## src/design/gbsr_pkg.sv

```systemverilog
// Shared types and constants for the Gershgorin bounds block.
package gbsr_pkg;

   localparam int unsigned MAX_ROWS = 65536;

   localparam logic [16:0] ROWS_RESET = 17'd65536;
   localparam logic [46:0] RAD_MAX = {47{1'b1}};
   localparam logic signed [47:0] B48_MAX = {1'b0, {47{1'b1}}};
   localparam logic signed [47:0] B48_MIN = {1'b1, {47{1'b0}}};

   typedef struct packed {
      logic signed [31:0] diag;
      logic [46:0] radius;
      logic fold;
      logic mend;
      logic sat;
   } snap_type;

   typedef struct packed {
      logic signed [47:0] lower;
      logic signed [47:0] upper;
      logic sat;
   } bounds_type;

endpackage

```

## src/design/gbsr_fold.sv

```systemverilog
// Running minimum and maximum of the row circles, folded one finished row at a time.
module gbsr_fold (
   input  logic clock,
   input  logic reset,
   input  logic take,
   input  gbsr_pkg::snap_type snap,
   output gbsr_pkg::bounds_type bounds
);

   logic signed [47:0] run_min_ff, run_min_in;
   logic signed [47:0] run_max_ff, run_max_in;
   logic sat_seen_ff, sat_seen_in;

   logic signed [48:0] diag_ext;
   logic signed [48:0] hi_sum;
   logic signed [48:0] lo_sum;
   logic signed [47:0] hi_clamp;
   logic signed [47:0] lo_clamp;

   always_comb begin
      diag_ext = {{17{snap.diag[31]}}, snap.diag};
      hi_sum = diag_ext + $signed({2'b00, snap.radius});
      lo_sum = diag_ext - $signed({2'b00, snap.radius});
      hi_clamp = (hi_sum[48] != hi_sum[47]) ? gbsr_pkg::B48_MAX : hi_sum[47:0];
      lo_clamp = (lo_sum[48] != lo_sum[47]) ? gbsr_pkg::B48_MIN : lo_sum[47:0];

      bounds.upper = (snap.fold && (hi_clamp > run_max_ff)) ? hi_clamp : run_max_ff;
      bounds.lower = (snap.fold && (lo_clamp < run_min_ff)) ? lo_clamp : run_min_ff;
      bounds.sat = sat_seen_ff | snap.sat;

      run_min_in = run_min_ff;
      run_max_in = run_max_ff;
      sat_seen_in = sat_seen_ff;
      if (take) begin
         if (snap.mend) begin
            run_min_in = gbsr_pkg::B48_MAX;
            run_max_in = gbsr_pkg::B48_MIN;
            sat_seen_in = 1'b0;
         end else begin
            run_min_in = bounds.lower;
            run_max_in = bounds.upper;
            sat_seen_in = bounds.sat;
         end
      end
   end

   always_ff @(posedge clock) begin
      if (reset) begin
         run_min_ff <= gbsr_pkg::B48_MAX;
         run_max_ff <= gbsr_pkg::B48_MIN;
         sat_seen_ff <= 1'b0;
      end else begin
         run_min_ff <= run_min_in;
         run_max_ff <= run_max_in;
         sat_seen_ff <= sat_seen_in;
      end
   end

endmodule

```

## src/design/gershgorin_bounds_sparse_rows_top.sv

```systemverilog
// Top level of the Gershgorin eigenvalue bounds block for streamed sparse rows.
//
// The req channel carries one nonzero matrix entry per word, rows in ascending
// order. A word with entry_valid low only closes an empty row. The word that has
// tlast high ends the matrix and causes one rsp word with the lower and upper
// bounds of all counted rows and a flag that tells whether any row radius
// saturated. The csr channel writes the number of rows in use; it is always
// ready; the user must write it only while the block is idle (not enforced).
// One req word is accepted in every cycle while req_tready is high. A word goes
// through an input register, an accumulation register and the bound registers;
// the rsp word of a matrix end is registered as it leaves the accumulation stage.
// When the receiver stalls, words without a matrix end keep flowing; a second
// matrix end waits in the accumulation stage until the pending rsp word is
// taken, and meanwhile req_tready drops once the input register is full too.
// Reset clears the row accumulators and the running bounds, empties the
// pipeline and sets the row count to 65536.
module gershgorin_bounds_sparse_rows_top (
   input  logic clock,
   input  logic reset,
   input  logic req_tvalid,
   output logic req_tready,
   input  logic [63:0] req_tdata,  // row_index, col_index, entry_value
   input  logic [1:0] req_tuser,   // entry_valid, row_end
   input  logic req_tlast,         // matrix_end
   output logic rsp_tvalid,
   input  logic rsp_tready,
   output logic [95:0] rsp_tdata,  // lower_bound, upper_bound
   output logic rsp_tuser,         // radius_saturated
   input  logic csr_valid,
   output logic csr_ready,
   input  logic [16:0] csr_data
);

   typedef struct packed {
      logic signed [31:0] value;
      logic [31:0] mag;
      logic is_diag;
      logic counted;
      logic valid;
      logic rend;
      logic mend;
   } in_type;

   logic [16:0] rows_ff;

   in_type s0_ff, s0_in;
   logic s0_valid_ff, s0_valid_in;
   gbsr_pkg::snap_type s1_ff, s1_in;
   logic s1_valid_ff, s1_valid_in;

   logic [46:0] radius_ff, radius_in;
   logic signed [31:0] diag_ff, diag_in;

   gbsr_pkg::bounds_type bounds;
   gbsr_pkg::bounds_type rsp_ff;
   logic rsp_valid_ff;

   logic req_accept;
   logic out_free;
   logic s1_consume;
   logic s0_consume;

   logic [15:0] row_index;
   logic [15:0] col_index;
   logic signed [31:0] entry_value;

   logic take_diag;
   logic take_off;
   logic [47:0] rad_sum;
   logic rad_over;

   assign row_index = req_tdata[15:0];
   assign col_index = req_tdata[31:16];
   assign entry_value = req_tdata[63:32];

   assign out_free = !rsp_valid_ff || rsp_tready;
   assign s1_consume = s1_valid_ff && (!s1_ff.mend || out_free);
   assign s0_consume = s0_valid_ff && (!s1_valid_ff || s1_consume);
   assign req_tready = !s0_valid_ff || s0_consume;
   assign req_accept = req_tvalid && req_tready;
   assign csr_ready = 1'b1;

   always_comb begin
      s0_in.value = entry_value;
      s0_in.mag = entry_value[31] ? 32'(-entry_value) : 32'(entry_value);
      s0_in.is_diag = (row_index == col_index);
      s0_in.counted = ({1'b0, row_index} < rows_ff) && (32'(row_index) < gbsr_pkg::MAX_ROWS);
      s0_in.valid = req_tuser[0];
      s0_in.rend = req_tuser[1];
      s0_in.mend = req_tlast;
      s0_valid_in = req_accept || (s0_valid_ff && !s0_consume);
   end

   always_comb begin
      take_diag = s0_ff.counted && s0_ff.valid && s0_ff.is_diag;
      take_off = s0_ff.counted && s0_ff.valid && !s0_ff.is_diag;
      rad_sum = {1'b0, radius_ff} + {16'd0, s0_ff.mag};
      rad_over = rad_sum[47];

      s1_in.diag = take_diag ? s0_ff.value : diag_ff;
      s1_in.radius = take_off ? (rad_over ? gbsr_pkg::RAD_MAX : rad_sum[46:0]) : radius_ff;
      s1_in.fold = s0_ff.rend && s0_ff.counted;
      s1_in.mend = s0_ff.mend;
      s1_in.sat = take_off && rad_over;
      s1_valid_in = s0_consume || (s1_valid_ff && !s1_consume);

      radius_in = radius_ff;
      diag_in = diag_ff;
      if (s0_consume) begin
         if (s0_ff.rend || s0_ff.mend) begin
            radius_in = '0;
            diag_in = '0;
         end else begin
            radius_in = s1_in.radius;
            diag_in = s1_in.diag;
         end
      end
   end

   gbsr_fold u_fold (
      .clock  (clock),
      .reset  (reset),
      .take   (s1_consume),
      .snap   (s1_ff),
      .bounds (bounds)
   );

   always_ff @(posedge clock) begin
      if (reset) begin
         rows_ff <= gbsr_pkg::ROWS_RESET;
         s0_valid_ff <= 1'b0;
         s1_valid_ff <= 1'b0;
         radius_ff <= '0;
         diag_ff <= '0;
         rsp_valid_ff <= 1'b0;
      end else begin
         if (csr_valid && csr_ready) begin
            rows_ff <= csr_data;
         end
         s0_valid_ff <= s0_valid_in;
         s1_valid_ff <= s1_valid_in;
         radius_ff <= radius_in;
         diag_ff <= diag_in;
         if (s1_consume && s1_ff.mend) begin
            rsp_valid_ff <= 1'b1;
         end else if (rsp_tready) begin
            rsp_valid_ff <= 1'b0;
         end
      end
   end

   always_ff @(posedge clock) begin
      if (req_accept) begin
         s0_ff <= s0_in;
      end
      if (s0_consume) begin
         s1_ff <= s1_in;
      end
      if (s1_consume && s1_ff.mend) begin
         rsp_ff <= bounds;
      end
   end

   assign rsp_tvalid = rsp_valid_ff;
   assign rsp_tdata = {rsp_ff.upper, rsp_ff.lower};
   assign rsp_tuser = rsp_ff.sat;

   a_mend_held : assert property (@(posedge clock) disable iff (reset)
      s1_valid_ff && s1_ff.mend && rsp_valid_ff && !rsp_tready
      |=> s1_valid_ff && s1_ff.mend)
      else $error("matrix end word left the accumulation stage while the result was stalled");

   a_row_cleared : assert property (@(posedge clock) disable iff (reset)
      s0_consume && (s0_ff.rend || s0_ff.mend) |=> radius_ff == '0 && diag_ff == '0)
      else $error("row accumulators not cleared after a row end");

   a_rsp_source : assert property (@(posedge clock) disable iff (reset)
      $rose(rsp_valid_ff) |-> $past(s1_valid_ff && s1_ff.mend))
      else $error("result word raised without a matrix end");

endmodule

```

## config.mk

```make
export PLATFORM = sky130hd
export DESIGN_NAME = gershgorin_bounds_sparse_rows_top
export DESIGN_NICKNAME = d
export VERILOG_FILES = /design/src/design/gbsr_pkg.sv /design/src/design/gbsr_fold.sv /design/src/design/gershgorin_bounds_sparse_rows_top.sv
export SDC_FILE = /design/constraint.sdc
export NUM_CORES = 1
export LEC_CHECK = 0
export BUFFER_PORTS_ARGS = -buffer_cell sky130_fd_sc_hd__buf_2
export CAP_MARGIN = 20
export CORE_ASPECT_RATIO = 1.75
export CORE_MARGIN = 4
export CORE_UTILIZATION = 66
export DETAILED_ROUTE_END_ITERATION = 12
export PLACE_DENSITY_LB_ADDON = 0.1
export SLEW_MARGIN = 20
export SYNTH_ARGS = -nofsm -noshare
export SYNTH_HDL_FRONTEND = slang
export SYNTH_SLANG_ARGS = --single-unit
```

## constraint.sdc

```tcl
create_clock -name clock -period 10.34 [get_ports clock]
set_input_delay 0 -clock clock [delete_from_list [all_inputs] [get_ports clock]]
set_output_delay 0 -clock clock [all_outputs]
set_load 0.03 [all_outputs]
```

==> impl_summary.log <==
[metrics] status: complete, no violations
[metrics] library cell with the largest summed area after synthesis: sky130_fd_sc_hd__edfxtp_1
[metrics] sw power: between 1000 and 1500 uW
[metrics] TritonCTS sink count: around 440
[metrics] chip width: ~160 um
[metrics] GRT Residual Overflow: 0
[metrics] EDFF count, synth: approximately 250
[metrics] worst clock skew: between 0.02 and 0.03 ns
[metrics] per-instance average area after synthesis: 9.32 um^2
[metrics] endpoint class of the critical path: flip-flop
[metrics] CTS tree: built
[metrics] Final HPWL DP: ~57,000 um
[metrics] final instance count without filler cells: around 3,800
[metrics] period utilization: 0.881
[metrics] maximum fanout along the worst path: just over 80
[metrics] area overhead of the layout relative to synthesis: 12.0%
[metrics] share of async-settable or async-resettable flops after synthesis: 0
[metrics] number of global-route vias before repair: 24,100
[metrics] distinct cell type count of the synthesized netlist: a little under 100
[metrics] Post-Syn Instances: between 2,000 and 3,000
[metrics] critical path start-end classification: reg -> reg
[metrics] average routed wire per standard cell: between 20 and 25 um
[metrics] Pre-antenna DRT Iters: 6
[metrics] first-pass GRT wire length: 126,000 um
[metrics] routed via count: 24,100
[metrics] area of the die: 45,800 um^2
[metrics] power share of the sequential group: 0.454
[metrics] required time at the endpoint of the critical path: roughly 11 ns
[metrics] maximum achievable frequency: around 110 MHz
[metrics] Final Setup Violations: 0
[metrics] floorplan row count: 99
[metrics] total nets after synthesis: about 3,300
[metrics] DRC violation total after the first TritonRoute iteration: ~2,300
[metrics] IR Drop Worst-Case VDD: between 150 and 200 uV
[metrics] Filler Cells Inserted: 2,801
[metrics] relative contribution of combinational cells to total power: 0.195
[metrics] number of warnings printed during yosys synthesis: 0
[metrics] share of total power consumed by net switching: 0.287
[metrics] Post-Place Cells: between 3,000 and 4,000
[metrics] power share of the clock group: 0.351
[metrics] Vias/cell: between 6 and 7
[metrics] flops & latches, synth: 443
[metrics] Worst Tran Pin Value: ~1.2 ns
[metrics] max-slew violation count: 0
[metrics] top-area cell type share of the netlist area: 0.266
[metrics] count of antenna diodes in the layout: 0
[metrics] antenna violations before repair: 0
[metrics] share of cells above drive strength 1: 0.131
[metrics] cell area after synthesis: between 20,000 and 30,000 um^2
[metrics] worst endpoint data arrival time: ~9.4 ns
[metrics] Chip Height: 280 um
[metrics] most common cell after layout, fill and taps aside: sky130_fd_sc_hd__nor2_1
[metrics] Overall Global Routing Usage: 0.343
[metrics] clk slew on worst S/H paths: about 0.07 ns
[metrics] post-cts resize count: 0
[metrics] Worst-Skew Late Latency: around 0.56 ns
[metrics] Post-Route WL: 81,000 um
[metrics] sum of negative setup slack: 0 ns
[metrics] remaining number of nets flagged by the antenna check after routing: 0
[metrics] internal cell power: between 3000 and 4000 uW
[metrics] top-level port count: around 190
[metrics] portion of the post-synthesis area used by sequential elements: 0.406
[metrics] final RePlAce weighted congestion: slightly below 1
[metrics] startpoint type of the worst setup path: flip-flop
[metrics] relative max-transition margin: 0.190
[metrics] setup repair after global routing missed its margin: no
[metrics] power density over the cells: roughly 140 nW/um^2
[metrics] highest-count cells in the layout ignoring fill and taps: 326 x sky130_fd_sc_hd__nor2_1, 247 x sky130_fd_sc_hd__edfxtp_1, 239 x sky130_fd_sc_hd__ha_1
[metrics] number of buffers added by the clock tree synthesis step: slightly above 40
[metrics] number of levels in the clock H-tree: 2
[metrics] maximum root-to-sink buffer count: 3
[metrics] maximum capacitance violations: 0
[metrics] Post-layout nets: 3,512
[metrics] hold crit path type: in -> reg
[metrics] maximum number of pins on one net before global-route repair: between 80 and 90
[metrics] clock root buffer: sky130_fd_sc_hd__clkbuf_16
[metrics] Initial Utilization: 0.669
[metrics] static leakage: 0.0130 uW
[metrics] number of I/O port buffers: 187
[metrics] DRC Markers: 0
[metrics] Std-Cell Core Area: 41,700 um^2
[metrics] flip-flop cell with the highest count after synthesis: sky130_fd_sc_hd__edfxtp_1
[metrics] count of endpoints failing hold in the final timing report: 0
[metrics] min Tclk post-route: 9.11 ns
[metrics] largest cells by area after synthesis: sky130_fd_sc_hd__edfxtp_1 27%, sky130_fd_sc_hd__dfxtp_1 14%, sky130_fd_sc_hd__ha_1 11%
-- per-layer routing --
layer | wire length (um) | global-route usage | up-vias
met1 | 30200 | 0.397 | 11400
li1 | - | - | 11200
met2 | 41000 | 0.618 | 1193
met5 | 0 | 0 | -
met4 | 4960 | 0.186 | 0
met3 | 4790 | 0.0362 | 320
-- final timing paths --
kind,from,to,slack [ns],cells after the start
hold / removal,req_tdata[63],s0_ff[68]$_DFFE_PP_,0.07,1
hold reg to reg,u_fold.run_max_ff[21]$_SDFFE_PP0P_,u_fold.run_max_ff[21]$_SDFFE_PP0P_,0.50,2
setup / recovery,s1_ff[81]$_DFFE_PP_,rsp_tdata[81]$_DFFE_PP_,1.23,26
setup reg to reg,s1_ff[81]$_DFFE_PP_,rsp_tdata[81]$_DFFE_PP_,1.23,26
-- registers in the layout (all words and copies together), names as in the netlist --
name,count
s0_ff,68
rsp_tvalid,1
rsp_tuser,1
rows_ff,17
radius_ff,47
rsp_tdata,96
s1_valid_ff,1
diag_ff,32
s0_valid_ff,1
u_fold.run_min_ff,48
s1_ff,82
u_fold.sat_seen_ff,1
u_fold.run_max_ff,48
-- area by class of cell --
type	instances	area, um^2	share of cell area
flip-flops and latches	443	11300	0.362
clock buffers	53	1110	0.0355
repair buffers	288	1890	0.0605
multi-input cells	2171	15100	0.484
clock inverters	22	218	0.00696
well taps	555	694	0.0222
inverters	235	883	0.0282
-- stage by stage --
stage               hold WS (ns)  total power (uW)  worst slack (ns)  instance area [um^2]   util
floorplan                 0.0989              2560              3.38                 27900      -
global placement           0.176              2760              1.47                 29200  0.699
detailed placement         0.179              2790              1.36                 29200  0.699
CTS                       0.0107              4300              1.32                 31300  0.750
global route              0.0781              4490             0.755                 31300  0.750
finish                    0.0698              4340              1.23                 31300  0.750
-- power by group through the flow --
stage	clock, uW	combinational, uW	sequential [uW]
2_1_floorplan	0	551	2010
4_1_cts	1520	815	1970
3_3_place_gp	0	758	2000
6_report	1520	846	1970
3_5_place_dp	0	783	2000
5_1_grt	1600	918	1970
-- critical path: stages, from the launching register on --
cell	delay (ns)
sky130_fd_sc_hd__edfxtp_1	0.36
sky130_fd_sc_hd__buf_4	0.27
sky130_fd_sc_hd__ha_1	0.56
sky130_fd_sc_hd__inv_1	0.23
sky130_fd_sc_hd__a21oi_1	0.58
sky130_fd_sc_hd__nor2_1	0.08
sky130_fd_sc_hd__nor2_1	0.14
sky130_fd_sc_hd__o21ai_0	0.10
sky130_fd_sc_hd__a311o_1	0.33
sky130_fd_sc_hd__a21oi_1	0.23
sky130_fd_sc_hd__o41ai_4	0.16
sky130_fd_sc_hd__a21oi_1	0.24
sky130_fd_sc_hd__xnor2_1	0.09
sky130_fd_sc_hd__ha_1	0.90
sky130_fd_sc_hd__inv_2	0.53
sky130_fd_sc_hd__nand4_1	0.20
sky130_fd_sc_hd__nor3_1	0.08
sky130_fd_sc_hd__nor4b_2	0.43
sky130_fd_sc_hd__ha_1	0.18
sky130_fd_sc_hd__nand4_1	0.14
sky130_fd_sc_hd__nor4_1	0.64
sky130_fd_sc_hd__nand3_1	0.33
sky130_fd_sc_hd__a31o_2	0.35
sky130_fd_sc_hd__and4b_1	0.23
sky130_fd_sc_hd__nor2_4	0.30
sky130_fd_sc_hd__buf_4	0.69
sky130_fd_sc_hd__mux2_2	0.44
-- kinds of logic (layout without fill, tap and decap cells) --
| family | Yosys count | in the layout | share of synthesized area |
|---|---|---|---|
| simple gates | 855 | 855 | 0.143 |
| compound gates | 805 | 805 | 0.195 |
| flops | 443 | 443 | 0.406 |
| buf+inv | 383 | 598 | 0.0537 |
| fa+ha+maj | 243 | 243 | 0.110 |
| xor+xnor | 150 | 150 | 0.0470 |
| mux | 117 | 117 | 0.0458 |
| other cells | 1 | 1 | 0.000134 |
-- Yosys cell counts, drive strengths merged, types with 10 or more instances --
cell type / number
a211oi: 15
a21boi: 10
a21o: 62
a21oi: 234
a22o: 25
a22oi: 70
a31oi: 27
and2: 11
and3: 11
buf: 46
clkbuf: 102
dfxtp: 196
edfxtp: 247
ha: 240
inv: 234
mux2: 87
mux2i: 30
nand2: 231
nand2b: 28
nand3: 41
nand4: 49
nor2: 331
nor2b: 23
nor3: 41
nor3b: 11
nor4: 20
o211ai: 58
o21a: 18
o21ai: 129
o21bai: 25
o31ai: 36
o41ai: 15
or3: 14
or4: 14
xnor2: 128
xor2: 22
-- what timing repair did --
item	in CTS	in global routing
setup buffers	0	0
hold endpoints to repair	116	0
hold buffers	79	0
setup endpoints to repair	0	0
Note: power is estimated with default switching activity, not from simulation.
